## src/rtl/radix2_fft_1d_assert.svh

```systemverilog
// ----------------------------------------------------------------------------
// radix2_fft_1d assertion macros
// shorthand for clocked implication checks, disabled while in reset
// ----------------------------------------------------------------------------
`ifndef RADIX2_FFT_1D_ASSERT_SVH
`define RADIX2_FFT_1D_ASSERT_SVH

// same-cycle implication
`define R2FFT_ASSERT_NOW(lbl, ante, cons, msg) \
    lbl: assert property (@(posedge clk) disable iff (!rst_n) (ante) |-> (cons)) \
        else $error(msg);

// next-cycle implication
`define R2FFT_ASSERT_NEXT(lbl, ante, cons, msg) \
    lbl: assert property (@(posedge clk) disable iff (!rst_n) (ante) |=> (cons)) \
        else $error(msg);

`endif

```

## src/rtl/r2fft_pkg.sv

```systemverilog
// ----------------------------------------------------------------------------
// r2fft_pkg
// constants, types and twiddle table generation for the radix-2 fft
// ----------------------------------------------------------------------------
package r2fft_pkg;

    localparam int POINTS      = 1024;
    localparam int LG_POINTS   = 10;
    localparam int SAMPLE_BITS = 16;
    localparam int FRAC_BITS   = SAMPLE_BITS - 1;
    localparam int WORD_BITS   = 26;
    localparam int HALF        = POINTS / 2;
    localparam int TW_DEPTH    = POINTS / 2;
    localparam int IDX_BITS    = LG_POINTS;
    localparam int BF_BITS     = LG_POINTS - 1;
    localparam int STG_BITS    = 4;
    localparam int PROD_BITS   = WORD_BITS + 1 + SAMPLE_BITS;
    localparam int ACC_BITS    = PROD_BITS + 2;

    localparam logic [63:0] TWO_PI_Q60 = 64'h6487ED5110B4611A;
    localparam logic [63:0] ONE_Q60    = 64'h1000000000000000;

    typedef logic [2*WORD_BITS-1:0] word_t;

    typedef enum logic [3:0] {
        ST_IDLE,
        ST_RDOUT,
        ST_BF_RA,
        ST_BF_RB,
        ST_BF_DF,
        ST_BF_M0,
        ST_BF_M1,
        ST_BF_M2,
        ST_BF_M3,
        ST_BF_WR,
        ST_REV_A,
        ST_REV_B,
        ST_REV_C,
        ST_REV_D
    } state_t;

    typedef enum logic [2:0] {
        OP_NONE,
        OP_LDA,
        OP_DIFF,
        OP_MRR,
        OP_MII,
        OP_MRI,
        OP_MIR
    } op_t;

    typedef struct packed {
        op_t op;
    } bfly_ctrl_t;

    function automatic logic [63:0] tw_mulq(input logic [63:0] a, input logic [63:0] b);
        logic [127:0] p;
        p = {64'd0, a} * {64'd0, b};
        return p[123:60];
    endfunction

    function automatic logic [127:0] tw_octant(input int unsigned r);
        logic [63:0] x;
        logic [63:0] x2;
        logic [63:0] ts;
        logic [63:0] tc;
        logic [63:0] sv;
        logic [63:0] cv;
        x  = (TWO_PI_Q60 >> LG_POINTS) * 64'(r);
        x2 = tw_mulq(x, x);
        ts = x;
        tc = ONE_Q60;
        sv = x;
        cv = ONE_Q60;
        for (int n = 1; n <= 12; n++)
        begin
            ts = tw_mulq(ts, x2) / 64'((2 * n) * (2 * n + 1));
            tc = tw_mulq(tc, x2) / 64'((2 * n - 1) * (2 * n));
            if ((n % 2) == 1)
            begin
                sv = sv - ts;
                cv = cv - tc;
            end
            else
            begin
                sv = sv + ts;
                cv = cv + tc;
            end
        end
        return {cv, sv};
    endfunction

    function automatic logic [SAMPLE_BITS-1:0] tw_coef(input logic [63:0] v);
        logic [63:0] r;
        logic [63:0] mx;
        r  = (v + (64'd1 << (59 - FRAC_BITS))) >> (60 - FRAC_BITS);
        mx = (64'd1 << FRAC_BITS) - 64'd1;
        return (r > mx) ? mx[SAMPLE_BITS-1:0] : r[SAMPLE_BITS-1:0];
    endfunction

    // entry k: {sin, cos} in q1.15
    function automatic logic [TW_DEPTH*2*SAMPLE_BITS-1:0] tw_table();
        logic [TW_DEPTH*2*SAMPLE_BITS-1:0] t;
        logic [127:0] cs;
        logic [63:0] c;
        logic [63:0] s;
        int unsigned q;
        int unsigned r;
        t = '0;
        q = POINTS / 4;
        for (int unsigned k = 0; k < TW_DEPTH; k++)
        begin
            r = (k < q) ? k : k - q;
            if (8 * r > POINTS)
            begin
                cs = tw_octant(q - r);
                s  = cs[127:64];
                c  = cs[63:0];
            end
            else
            begin
                cs = tw_octant(r);
                c  = cs[127:64];
                s  = cs[63:0];
            end
            if (k < q)
            begin
                t[k*2*SAMPLE_BITS +: SAMPLE_BITS]               = tw_coef(c);
                t[k*2*SAMPLE_BITS+SAMPLE_BITS +: SAMPLE_BITS]   = tw_coef(s);
            end
            else
            begin
                t[k*2*SAMPLE_BITS +: SAMPLE_BITS]               = -tw_coef(s);
                t[k*2*SAMPLE_BITS+SAMPLE_BITS +: SAMPLE_BITS]   = tw_coef(c);
            end
        end
        return t;
    endfunction

endpackage

```

## src/rtl/r2fft_bfly.sv

```systemverilog
// ----------------------------------------------------------------------------
// r2fft_bfly
// butterfly datapath around one shared 27x16 multiplier
// ----------------------------------------------------------------------------
module r2fft_bfly (
    input  logic                                     clk,
    input  r2fft_pkg::bfly_ctrl_t                    ctrl,
    input  r2fft_pkg::word_t                         rdata,
    input  logic signed [r2fft_pkg::SAMPLE_BITS-1:0] wr,
    input  logic signed [r2fft_pkg::SAMPLE_BITS-1:0] wi,
    output r2fft_pkg::word_t                         sum_word,
    output r2fft_pkg::word_t                         diff_word
);

    localparam int WB = r2fft_pkg::WORD_BITS;
    localparam int PB = r2fft_pkg::PROD_BITS;
    localparam int AB = r2fft_pkg::ACC_BITS;
    localparam int FB = r2fft_pkg::FRAC_BITS;
    localparam logic signed [AB-1:0] RND = AB'(1) <<< (FB - 1);

    r2fft_pkg::word_t       a_reg;
    r2fft_pkg::word_t       sum_reg;
    logic signed [WB:0]     dr_reg;
    logic signed [WB:0]     di_reg;
    logic signed [PB-1:0]   prod_reg;
    logic signed [AB-1:0]   acc_reg;
    logic signed [AB-1:0]   re_acc_reg;

    logic signed [WB-1:0]   a_re;
    logic signed [WB-1:0]   a_im;
    logic signed [WB-1:0]   b_re;
    logic signed [WB-1:0]   b_im;
    logic signed [WB:0]     mul_x;
    logic signed [r2fft_pkg::SAMPLE_BITS-1:0] mul_w;
    logic signed [PB-1:0]   mul_p;
    logic signed [AB-1:0]   re_fin;
    logic signed [AB-1:0]   im_fin;

    always_comb
    begin
        a_re = a_reg[WB-1:0];
        a_im = a_reg[2*WB-1:WB];
        b_re = rdata[WB-1:0];
        b_im = rdata[2*WB-1:WB];
        case (ctrl.op)
            r2fft_pkg::OP_MRR: begin mul_x = dr_reg; mul_w = wr; end
            r2fft_pkg::OP_MII: begin mul_x = di_reg; mul_w = wi; end
            r2fft_pkg::OP_MRI: begin mul_x = dr_reg; mul_w = wi; end
            default:           begin mul_x = di_reg; mul_w = wr; end
        endcase
        mul_p  = PB'(mul_x) * PB'(mul_w);
        re_fin = re_acc_reg + RND;
        im_fin = acc_reg + AB'(prod_reg) + RND;
        sum_word  = sum_reg;
        diff_word = {im_fin[FB+WB-1:FB], re_fin[FB+WB-1:FB]};
    end

    always_ff @(posedge clk)
    begin
        case (ctrl.op)
            r2fft_pkg::OP_LDA:
            begin
                a_reg <= rdata;
            end
            r2fft_pkg::OP_DIFF:
            begin
                dr_reg  <= (WB+1)'(a_re) - (WB+1)'(b_re);
                di_reg  <= (WB+1)'(a_im) - (WB+1)'(b_im);
                sum_reg <= {WB'(a_im + b_im), WB'(a_re + b_re)};
            end
            r2fft_pkg::OP_MRR:
            begin
                prod_reg <= mul_p;
            end
            r2fft_pkg::OP_MII:
            begin
                acc_reg  <= AB'(prod_reg);
                prod_reg <= mul_p;
            end
            r2fft_pkg::OP_MRI:
            begin
                re_acc_reg <= acc_reg - AB'(prod_reg);
                prod_reg   <= mul_p;
            end
            r2fft_pkg::OP_MIR:
            begin
                acc_reg  <= AB'(prod_reg);
                prod_reg <= mul_p;
            end
            default:
            begin
            end
        endcase
    end

endmodule

```

## config.mk

```make
export PLATFORM = sky130hd
export DESIGN_NAME = r2fft_bfly
export DESIGN_NICKNAME = d
export VERILOG_FILES = /design/src/rtl/radix2_fft_1d_assert.svh /design/src/rtl/r2fft_pkg.sv /design/src/rtl/r2fft_bfly.sv
export SDC_FILE = /design/constraint.sdc
export NUM_CORES = 2
export LEC_CHECK = 0
export BUFFER_PORTS_ARGS = -buffer_cell sky130_fd_sc_hd__clkbuf_2
export CORE_UTILIZATION = 40
export CTS_CLUSTER_SIZE = 20
export DETAILED_ROUTE_END_ITERATION = 6
export PLACE_DENSITY = 0.6
export RECOVER_POWER = 50
export SLEW_MARGIN = 20
export SYNTH_ARGS = -nofsm -noshare
export SYNTH_HDL_FRONTEND = slang
export SYNTH_SLANG_ARGS = --single-unit
export TNS_END_PERCENT = 100
```

## constraint.sdc

```tcl
create_clock -name clk -period 15.73 [get_ports clk]
set_input_delay 3.146 -clock clk [delete_from_list [all_inputs] [get_ports clk]]
set_output_delay 3.146 -clock clk [all_outputs]
set_load 0.005 [all_outputs]
```

==> out/results.ini <==
[setup_path]
slowest_delay_ps=1790
start_kind=input port
crit_arrival_ps=12570
number_of_cell_instances_on_the_worst_register_to_register_path=23
worstPathBufferInverterCount=7
reg2reg_slack_ps=8040
critical_path_type=in -> reg
cpLargestDelayFamily=adder cells
critPathMostFrequentCell=sky130_fd_sc_hd__fa_1
end_kind=flip-flop
crit_required_ps=16030
worst-path-stages=27
critPathSlowestCell=sky130_fd_sc_hd__clkbuf_1
worstPathMaxFanout=30

[floorplan]
floorplan.core_area_mm2=0.0793
die_w_um=285
floorplan.die.height_um=285
io-pin-count=192
fp.dieArea_mm2=0.0815
std_cell_rows=103
initial_core_utilization_pct=40.5

[yosys]
dominantRegCellSynth=sky130_fd_sc_hd__edfxtp_1
synthesis.instances=3336
netlist.top_cell.by_area=sky130_fd_sc_hd__fa_1
ys_seq_area_share_pct=24.8
synth-seq-cells=265
synthTopCellsByArea=sky130_fd_sc_hd__fa_1 25%, sky130_fd_sc_hd__edfxtp_1 25%, sky130_fd_sc_hd__ha_1 12%
synth_edf_count=265
synth.top_cell.area_share_pct=25.3
synth.avg_cell_area_um2=9.63
synth_fp_nets=4150
yosysMostFrequentCell=sky130_fd_sc_hd__inv_1
mappedNetlistArea_mm2=0.0321
async_flop_share_pct=0
synth_warnings=0
yosys-top-cells-count=700 x sky130_fd_sc_hd__inv_1, 406 x sky130_fd_sc_hd__fa_1, 325 x sky130_fd_sc_hd__nor2_1
netlist-cell-type-count=77

[global_route]
grt_pass1_wl_um=127000
track_usage_pct=19.8
antenna_found_initial=14
globalRouteOverflowTotal=0
maximum_number_of_pins_on_one_net_before_global_route_repair=69
number_of_global_route_vias_before_repair=23800

[sta]
fin_crit_sh_pct=78.0
timing.final.ws_setup_ps=3460
setup-violations-final=0
setup_tns_ps=0
fin_worst_skew_ps=36.6
rsz0062_at_grt=false
pin_slew_with_the_least_headroom_to_its_limit_ps=2690
timing.max_slew.rel_slack_pct=-79.1
final_period_minus_worst_setup_slack_ps=12270
clock.fmax_ghz=0.0815
final_hold_viol_count=0
final_max_slew_viol_count=174

[detailed_routing]
drt_wl_total_um=79600
remaining_drc_errors=0
overall_via_count_from_detail_route=23000
drt_iter0_drc=1208
wl_per_cell_um=17.3
first_pass_iters=5
final_antenna_net_count=0
post_drt_via_cell_ratio=5.00

[clock_network]
tritoncts=done
ctsHoldBuffers=0
clkLatencyLatePin_ps=570
cts_resized=0
sink_count_of_the_clock_tree=265
clk_pin_slew_ps=50
post_cts_buffers=0
cts_buffers=36
h_tree_depth=2
cts_root_buffer=sky130_fd_sc_hd__clkbuf_16
max-clock-path-buffers=3

[flow_run]
cap_violations=5

[final_layout]
post_route_cells_drive_above_1_share_pct=7.76
synthToLayoutAreaGrowth_pct=10.2
largest_reg_flops=52
num-nets-final=4336
finish.utilization_pct=44.7

[outcome]
outcome=finished with violations
violations=max-capacitance violations, max-slew violations

[placement]
gp_routability_congestion=0.909
number_of_buffers_inserted_by_port_buffering=191
preCtsSetupSlack_ps=3980
detail_placement_hpwl_um=66000

[worst_hold_path]
hold_class=reg -> reg
hold_depth=0

stage by stage:
stage	area [um^2]	hold WS, ps	cells
floorplan	32100	426	3336
global placement	34400	431	4534
detailed placement	34400	457	4534
CTS	35500	473	4593
global route	35400	474	4593
finish	35400	467	4594
worst register-to-register path: stages, from the launching register on:
cell,delay (ps)
sky130_fd_sc_hd__edfxtp_1,470
sky130_fd_sc_hd__mux2i_1,640
sky130_fd_sc_hd__nor2_1,170
sky130_fd_sc_hd__fa_1,560
sky130_fd_sc_hd__inv_1,50
sky130_fd_sc_hd__fa_1,460
sky130_fd_sc_hd__fa_1,510
sky130_fd_sc_hd__inv_1,50
sky130_fd_sc_hd__fa_1,440
sky130_fd_sc_hd__fa_1,510
sky130_fd_sc_hd__inv_1,50
sky130_fd_sc_hd__fa_1,470
sky130_fd_sc_hd__inv_1,40
sky130_fd_sc_hd__ha_1,370
sky130_fd_sc_hd__and3_1,250
sky130_fd_sc_hd__o21ai_0,110
sky130_fd_sc_hd__a2111oi_0,620
sky130_fd_sc_hd__a21oi_1,110
sky130_fd_sc_hd__a211oi_2,430
sky130_fd_sc_hd__o211ai_1,260
sky130_fd_sc_hd__a311oi_1,450
sky130_fd_sc_hd__or3_1,180
sky130_fd_sc_hd__a21oi_1,80
sky130_fd_sc_hd__xnor2_1,140
cells by family after synthesis:
family	synth area share, %
mux	2.78
simple gates	11.5
flops	24.8
fa+ha+maj	37.8
xor+xnor	5.56
buf+inv	9.09
compound gates	8.59
cell usage in the layout (no fill, tap or decap), types with 26 or more instances in the layout:
cell type	netlist	routed
sky130_fd_sc_hd__clkbuf_1	61	75
sky130_fd_sc_hd__ha_1	320	320
sky130_fd_sc_hd__o21bai_1	36	36
sky130_fd_sc_hd__nor3_1	51	51
sky130_fd_sc_hd__clkbuf_2	0	124
sky130_fd_sc_hd__nand3_1	41	41
sky130_fd_sc_hd__a21oi_1	137	137
sky130_fd_sc_hd__mux2_2	41	41
sky130_fd_sc_hd__clkbuf_16	0	36
sky130_fd_sc_hd__xor2_1	40	40
sky130_fd_sc_hd__buf_4	2	26
sky130_fd_sc_hd__mux2i_1	43	39
sky130_fd_sc_hd__fa_1	406	406
sky130_fd_sc_hd__o21ai_0	74	73
sky130_fd_sc_hd__inv_1	700	700
sky130_fd_sc_hd__a21o_1	28	28
sky130_fd_sc_hd__edfxtp_1	265	265
sky130_fd_sc_hd__nand2_1	316	315
sky130_fd_sc_hd__xnor2_1	164	164
sky130_fd_sc_hd__nor2_1	325	323
path summary, 6_finish.rpt:
check	start	endpoint
setup / recovery	ctrl[1]	prod_reg[37]
hold reg to reg	prod_reg[14]	acc_reg[14]
hold / removal	prod_reg[14]	acc_reg[14]
setup reg to reg	dr_reg[8]	prod_reg[37]
metal layers:
metal / vias to the layer above / wire [um] / global-route usage, %
met4: 24 / 1640 / 4.81
li1: 11000 / - / -
met2: 639 / 35600 / 32.3
met5: - / 147 / 0
met3: 114 / 6090 / 4.39
met1: 11200 / 36100 / 26.7
layout make-up:
class	count	area (um^2)
antenna	1	2.50
clock buffer	39	912
timing repair buffer	222	1090
sequential	265	7960
clock inverter	20	211
inverter	701	2630
fill	7746	43800
tap	1050	1310
multi-input combinational	2296	21300
Power is not shown: default switching activity piles up to over one toggle a cycle in this logic, so the estimate is an artifact.
